<file path="src/rtl/core/imhpq_pkg.sv">
// Package for the indexed min-heap priority queue.
// Holds opcode and status codes, controller states, datapath commands and status.
// No dependencies.
package imhpq_pkg;

    localparam int ID_BITS     = 10;
    localparam int IN_KEY_BITS = 32;
    localparam int OCC_BITS    = 11;
    localparam int ST_BITS     = 2;

    typedef enum logic [1:0] {
        OP_INSERT = 2'd0,
        OP_POP    = 2'd1,
        OP_UPDATE = 2'd2,
        OP_CLEAR  = 2'd3
    } t_op;

    localparam logic [ST_BITS-1:0] ST_OK    = 2'd0;
    localparam logic [ST_BITS-1:0] ST_EMPTY = 2'd1;
    localparam logic [ST_BITS-1:0] ST_FULL  = 2'd2;
    localparam logic [ST_BITS-1:0] ST_BADID = 2'd3;

    typedef enum logic [4:0] {
        S_SWEEP, S_IDLE, S_CLEAR, S_LOOK, S_CHECK,
        S_POP1, S_POP2, S_POP3, S_POP4,
        S_UP0, S_UP1, S_UP2,
        S_DN0, S_DN1, S_DN2, S_DN3, S_DN4,
        S_FIN, S_DONE
    } t_state;

    typedef enum logic [4:0] {
        CMD_IDLE, CMD_SWEEP, CMD_ACCEPT, CMD_CLEAR, CMD_LOOK,
        CMD_ERR_ID, CMD_ERR_FULL, CMD_ERR_EMPTY,
        CMD_INS_START, CMD_UPD_START,
        CMD_POP_TOP, CMD_POP_KEY, CMD_POP_LAST, CMD_POP_LKEY,
        CMD_UP_RD, CMD_UP_KEY, CMD_UP_SWAP,
        CMD_DN_RDL, CMD_DN_KL, CMD_DN_CL, CMD_DN_CR, CMD_DN_SWAP,
        CMD_FIN, CMD_EMIT
    } t_cmd;

    typedef struct packed {
        t_op  op;
        logic id_ok;
        logic present;
        logic full;
        logic cnt_zero;
        logic cnt_one;
        logic at_root;
        logic up_swap;
        logic has_l;
        logic has_r;
        logic best_moved;
        logic sweep_last;
        logic out_busy;
    } t_dp_status;

endpackage

</file>
<file path="src/rtl/core/imhpq_ctrl.sv">
// Controller state machine for the indexed min-heap priority queue.
// Depends on imhpq_pkg; drives one command per cycle into imhpq_dpath.
module imhpq_ctrl import imhpq_pkg::*; (
    input  logic       i_clk,
    input  logic       i_rst_n,
    input  logic       i_in_valid,
    input  t_op        i_op,
    input  t_dp_status i_st,
    output t_cmd       o_cmd,
    output logic       o_in_stall
);

    t_state r_state, n_state;
    logic   r_swapped, n_swapped;
    logic   upd_first;

    // state register
    always_ff @(posedge i_clk) begin
        if (!i_rst_n) begin
            r_state   <= S_SWEEP;
            r_swapped <= 1'b0;
        end else begin
            r_state   <= n_state;
            r_swapped <= n_swapped;
        end
    end

    // an update that has not moved up yet still has to try the way down
    assign upd_first  = (i_st.op == OP_UPDATE) && !r_swapped;
    assign o_in_stall = (r_state != S_IDLE);

    // next state and command
    always_comb begin
        n_state   = r_state;
        n_swapped = r_swapped;
        o_cmd     = CMD_IDLE;
        case (r_state)
            S_SWEEP: begin
                o_cmd = CMD_SWEEP;
                if (i_st.sweep_last) begin
                    n_state = S_IDLE;
                end
            end
            S_IDLE: begin
                if (i_in_valid) begin
                    o_cmd = CMD_ACCEPT;
                    case (i_op)
                        OP_POP:   n_state = S_POP1;
                        OP_CLEAR: n_state = S_CLEAR;
                        default:  n_state = S_LOOK;
                    endcase
                end
            end
            S_CLEAR: begin
                o_cmd   = CMD_CLEAR;
                n_state = S_DONE;
            end
            S_LOOK: begin
                o_cmd   = CMD_LOOK;
                n_state = S_CHECK;
            end
            S_CHECK: begin
                n_state   = S_DONE;
                n_swapped = 1'b0;
                if (i_st.op == OP_INSERT) begin
                    if (!i_st.id_ok || i_st.present) begin
                        o_cmd = CMD_ERR_ID;
                    end else if (i_st.full) begin
                        o_cmd = CMD_ERR_FULL;
                    end else begin
                        o_cmd   = CMD_INS_START;
                        n_state = S_UP0;
                    end
                end else begin
                    if (!i_st.present) begin
                        o_cmd = CMD_ERR_ID;
                    end else begin
                        o_cmd   = CMD_UPD_START;
                        n_state = S_UP0;
                    end
                end
            end
            S_POP1: begin
                if (i_st.cnt_zero) begin
                    o_cmd   = CMD_ERR_EMPTY;
                    n_state = S_DONE;
                end else begin
                    o_cmd   = CMD_POP_TOP;
                    n_state = S_POP2;
                end
            end
            S_POP2: begin
                o_cmd   = CMD_POP_KEY;
                n_state = i_st.cnt_one ? S_DONE : S_POP3;
            end
            S_POP3: begin
                o_cmd   = CMD_POP_LAST;
                n_state = S_POP4;
            end
            S_POP4: begin
                o_cmd   = CMD_POP_LKEY;
                n_state = S_DN0;
            end
            S_UP0: begin
                if (i_st.at_root) begin
                    n_state = upd_first ? S_DN0 : S_FIN;
                end else begin
                    o_cmd   = CMD_UP_RD;
                    n_state = S_UP1;
                end
            end
            S_UP1: begin
                o_cmd   = CMD_UP_KEY;
                n_state = S_UP2;
            end
            S_UP2: begin
                if (i_st.up_swap) begin
                    o_cmd     = CMD_UP_SWAP;
                    n_swapped = 1'b1;
                    n_state   = S_UP0;
                end else begin
                    n_state = upd_first ? S_DN0 : S_FIN;
                end
            end
            S_DN0: begin
                if (i_st.has_l) begin
                    o_cmd   = CMD_DN_RDL;
                    n_state = S_DN1;
                end else begin
                    n_state = S_FIN;
                end
            end
            S_DN1: begin
                o_cmd   = CMD_DN_KL;
                n_state = S_DN2;
            end
            S_DN2: begin
                o_cmd   = CMD_DN_CL;
                n_state = i_st.has_r ? S_DN3 : S_DN4;
            end
            S_DN3: begin
                o_cmd   = CMD_DN_CR;
                n_state = S_DN4;
            end
            S_DN4: begin
                if (i_st.best_moved) begin
                    o_cmd   = CMD_DN_SWAP;
                    n_state = S_DN0;
                end else begin
                    n_state = S_FIN;
                end
            end
            S_FIN: begin
                o_cmd   = CMD_FIN;
                n_state = S_DONE;
            end
            S_DONE: begin
                if (!i_st.out_busy) begin
                    o_cmd   = CMD_EMIT;
                    n_state = S_IDLE;
                end
            end
            default: n_state = S_IDLE;
        endcase
    end

endmodule

</file>
<file path="config.mk">
export PLATFORM = sky130hd
export DESIGN_NAME = imhpq_ctrl
export DESIGN_NICKNAME = d
export VERILOG_FILES = /design/src/rtl/core/imhpq_pkg.sv /design/src/rtl/core/imhpq_ctrl.sv
export SDC_FILE = /design/constraint.sdc
export NUM_CORES = 1
export LEC_CHECK = 0
export ABC_AREA = 1
export BUFFER_PORTS_ARGS = -buffer_cell sky130_fd_sc_hd__buf_2
export CAP_MARGIN = 0
export CORE_MARGIN = 1
export CORE_UTILIZATION = 30
export DETAILED_ROUTE_END_ITERATION = 8
export MAX_ROUTING_LAYER = met4
export PLACE_DENSITY = 0.51
export SYNTH_ARGS = -nofsm -noshare
export SYNTH_HDL_FRONTEND = slang
export SYNTH_SLANG_ARGS = --single-unit
</file>
<file path="constraint.sdc">
create_clock -name i_clk -period 3.95 [get_ports i_clk]
set_clock_uncertainty 0.1 [all_clocks]
set_input_delay 0.1975 -clock i_clk [delete_from_list [all_inputs] [get_ports i_clk]]
set_output_delay 0.1975 -clock i_clk [all_outputs]
set_load 0.01 [all_outputs]
</file>
==> run_results.csv <==
group,metric,value,unit
outcome,status,"complete, no violations",
clock_network,cts_sinks,6,
clock_network,cts_tree,"yes",
sta,rsz0062_at_grt,"false",
synth,synth_cell_type_count,26,
layout,fin_area,1130,sq um
drt,drt_pass1_iterations,4,
floorplanning,core.rowCount,20,
sta,period_needed,2.07,ns
placement,portBuffers,24,
placement,hpwl,2560,um
critical_path,crit_arrival,1.77,ns
job,drv_cap,0,
layout,fillers,346,
clock_network,clk_pin_slew,0.04,ns
sta,finalCritPeriodShare,0.524,
global_routing,grt_antenna_before_repair,0,
layout,layout-area-overhead-vs-synth,18.8,%
synth,netlist_instances,177,
floorplanning,io_pins,25,
global_routing,grt.overflow.total,0,
floorplanning,die_y,58.3,um
sta,fin_tns_setup,0,ns
power,p_per_area,573,nW/um^2
drt,via_per_inst,4.93,
global_routing,grt_max_degree,10,
drt,wl_per_cell,12.0,um
clock_network,clk_latency,0.24,ns
synth,synth.ff_latch_count,6,
floorplanning,dieWidth,58.3,um
synth,syn-cell-area,951,sq um
clock_network,clk_path_buf_depth,2,
placement,finalWeightedCongestion,0.932,
global_routing,grt_pass1_vias,1122,
global_routing,grt_pass1_wl,4840,um
critical_path,cp-start-kind,"flip-flop",
sta,finalMaxSlewViolations,0,
clock_network,cts_root_buf,"clkbuf_4",
critical_path,crit_path_end_kind,"output port",
layout,layout.nets,223,
power,ir_drop,0.293,mV
clock_network,ctsResizeCount,0,
sta,setup_viol,0,
floorplanning,die-area,3400,sq um
clock_network,cts_setup_buffers,0,
power,p_leak,0.680,nW
drt,antenna_left,0,
synth,ys_seq_area_frac,0.126,
sta,finalHoldViolCount,0,
critical_path,cp_max_fo,9,
placement,place_area,1110,sq um
critical_path,crit_type,"reg -> out",
worst_hold_path,hold_class,"in -> reg",
clock_network,cts_buffers,3,
synth,syn-mean-instance-area,5.37,sq um
critical_path,worstPathRequired,3.65,ns
layout,diodes,0,
floorplanning,initial_core_util,0.314,
sta,maxSlewHeadroom,0.711,
drt,drt-total-wl,2950,um
floorplanning,coreArea,3030,sq um
clock_network,ctsHoldBuffers,0,
global_routing,grt_usage,0.195,
drt,post-route-drc-count,0,
drt,vias,1212,
drt,drtIter0Drc,53,
sta,setup_slack,1.88,ns
synth,yosys_warnings,0,
layout,drive_gt1_frac,0.252,
synth,synth_nets,196,
clock_network,htree_levels,1,
placement,place_ws,2.17,ns
sta,worstMarginPinSlew,0.433,ns
sta,fmax,484,MHz
[state kept, by name (all words and copies together), names as in the netlist]
name,cells
r_swapped,1
r_state,5
[synth_stat cells, drive strengths merged]
master | n | area [sq um]
nand2 | 48 | 198
nand3 | 26 | 145
buf | 2 | 18.8
inv | 29 | 111
a211oi | 1 | 7.51
a21oi | 4 | 23.8
nor3 | 2 | 10.0
nor2 | 38 | 180
o31ai | 1 | 7.51
nand3b | 1 | 7.51
o21a | 1 | 7.51
nand4 | 8 | 50.1
o22ai | 2 | 12.5
o21ai | 5 | 25.0
dfxtp | 6 | 120
o2111ai | 2 | 17.5
a311oi | 1 | 8.76
[worst max-delay path, stage by stage, from the launching register on]
cell and delay (ns):
dfxtp_1 0.58, inv_4 0.11, nand3_2 0.14, nor2_1 0.07, nor2_2 0.12, nand2_1 0.08
nor2_1 0.15, o2111ai_1 0.12, buf_2 0.16
[layout make-up]
class	instances	area (sq um)	area share
multi-input cells	140	701	0.620
flip-flops and latches	6	120	0.106
repair buffers	24	120	0.106
inverters	29	111	0.0986
well taps	44	55.1	0.0487
clock buffers	3	22.5	0.0199
[through the flow]
| step | power, mW | hold slack, ns | std cells | utilization |
|---|---|---|---|---|
| 5_1_grt | 0.711 | 0.114 | 246 | 0.373 |
| 3_3_place_gp | 0.596 | 0.354 | 243 | 0.366 |
| 2_1_floorplan | 0.465 | 0.195 | 177 | - |
| 4_1_cts | 0.643 | 0.102 | 246 | 0.373 |
| 6_report | 0.648 | 0.102 | 246 | 0.373 |
| 3_5_place_dp | 0.584 | 0.360 | 243 | 0.366 |
[power breakdown]
group | switching [mW] | internal [mW]
logic | 0.306 | 0.163
clock network | 0.0206 | 0.0342
registers | 0.0443 | 0.0795
[per-layer routing]
layer / vias up / share of wire / global-route usage
li1: 631 / - / -
met4: 0 / 0.035 / 0.122
met3: 9 / 0.045 / 0.0110
met1: 532 / 0.48 / 0.246
met5: - / 0 / -
met2: 40 / 0.44 / 0.304
[cell usage in the layout (no fill, tap or decap)]
cell	n
a211oi_1	1
a21oi_1	3
a21oi_2	1
a311oi_1	1
buf_2	24
clkbuf_4	3
dfxtp_1	6
inv_1	23
inv_2	5
inv_4	1
nand2_1	41
nand2_2	7
nand3_1	23
nand3_2	3
nand3b_1	1
nand4_1	8
nor2_1	31
nor2_2	3
nor2_4	4
nor3_1	2
o2111ai_1	2
o21a_1	1
o21ai_0	4
o21ai_1	1
o22ai_1	2
o31ai_1	1
[path summary, 6_finish.rpt]
path                                 from                      end  slack, ns  depth (start not counted)
hold / removal                    i_rst_n  r_state[3]$_SDFFE_PN0P_       0.10                          3
hold reg to reg    r_swapped$_SDFFE_PN0P_   r_swapped$_SDFFE_PN0P_       0.44                          2
setup reg to reg  r_state[4]$_SDFFE_PN0P_  r_state[3]$_SDFFE_PN0P_       2.26                          9
setup / recovery  r_state[4]$_SDFFE_PN0P_                 o_cmd[2]       1.88                          8
[logic make-up after synthesis]
kind of cell    synth area share
compound gates             0.116
buf+inv                    0.137
flops                      0.126
simple gates               0.621
Power figures use the tool's default switching activity.
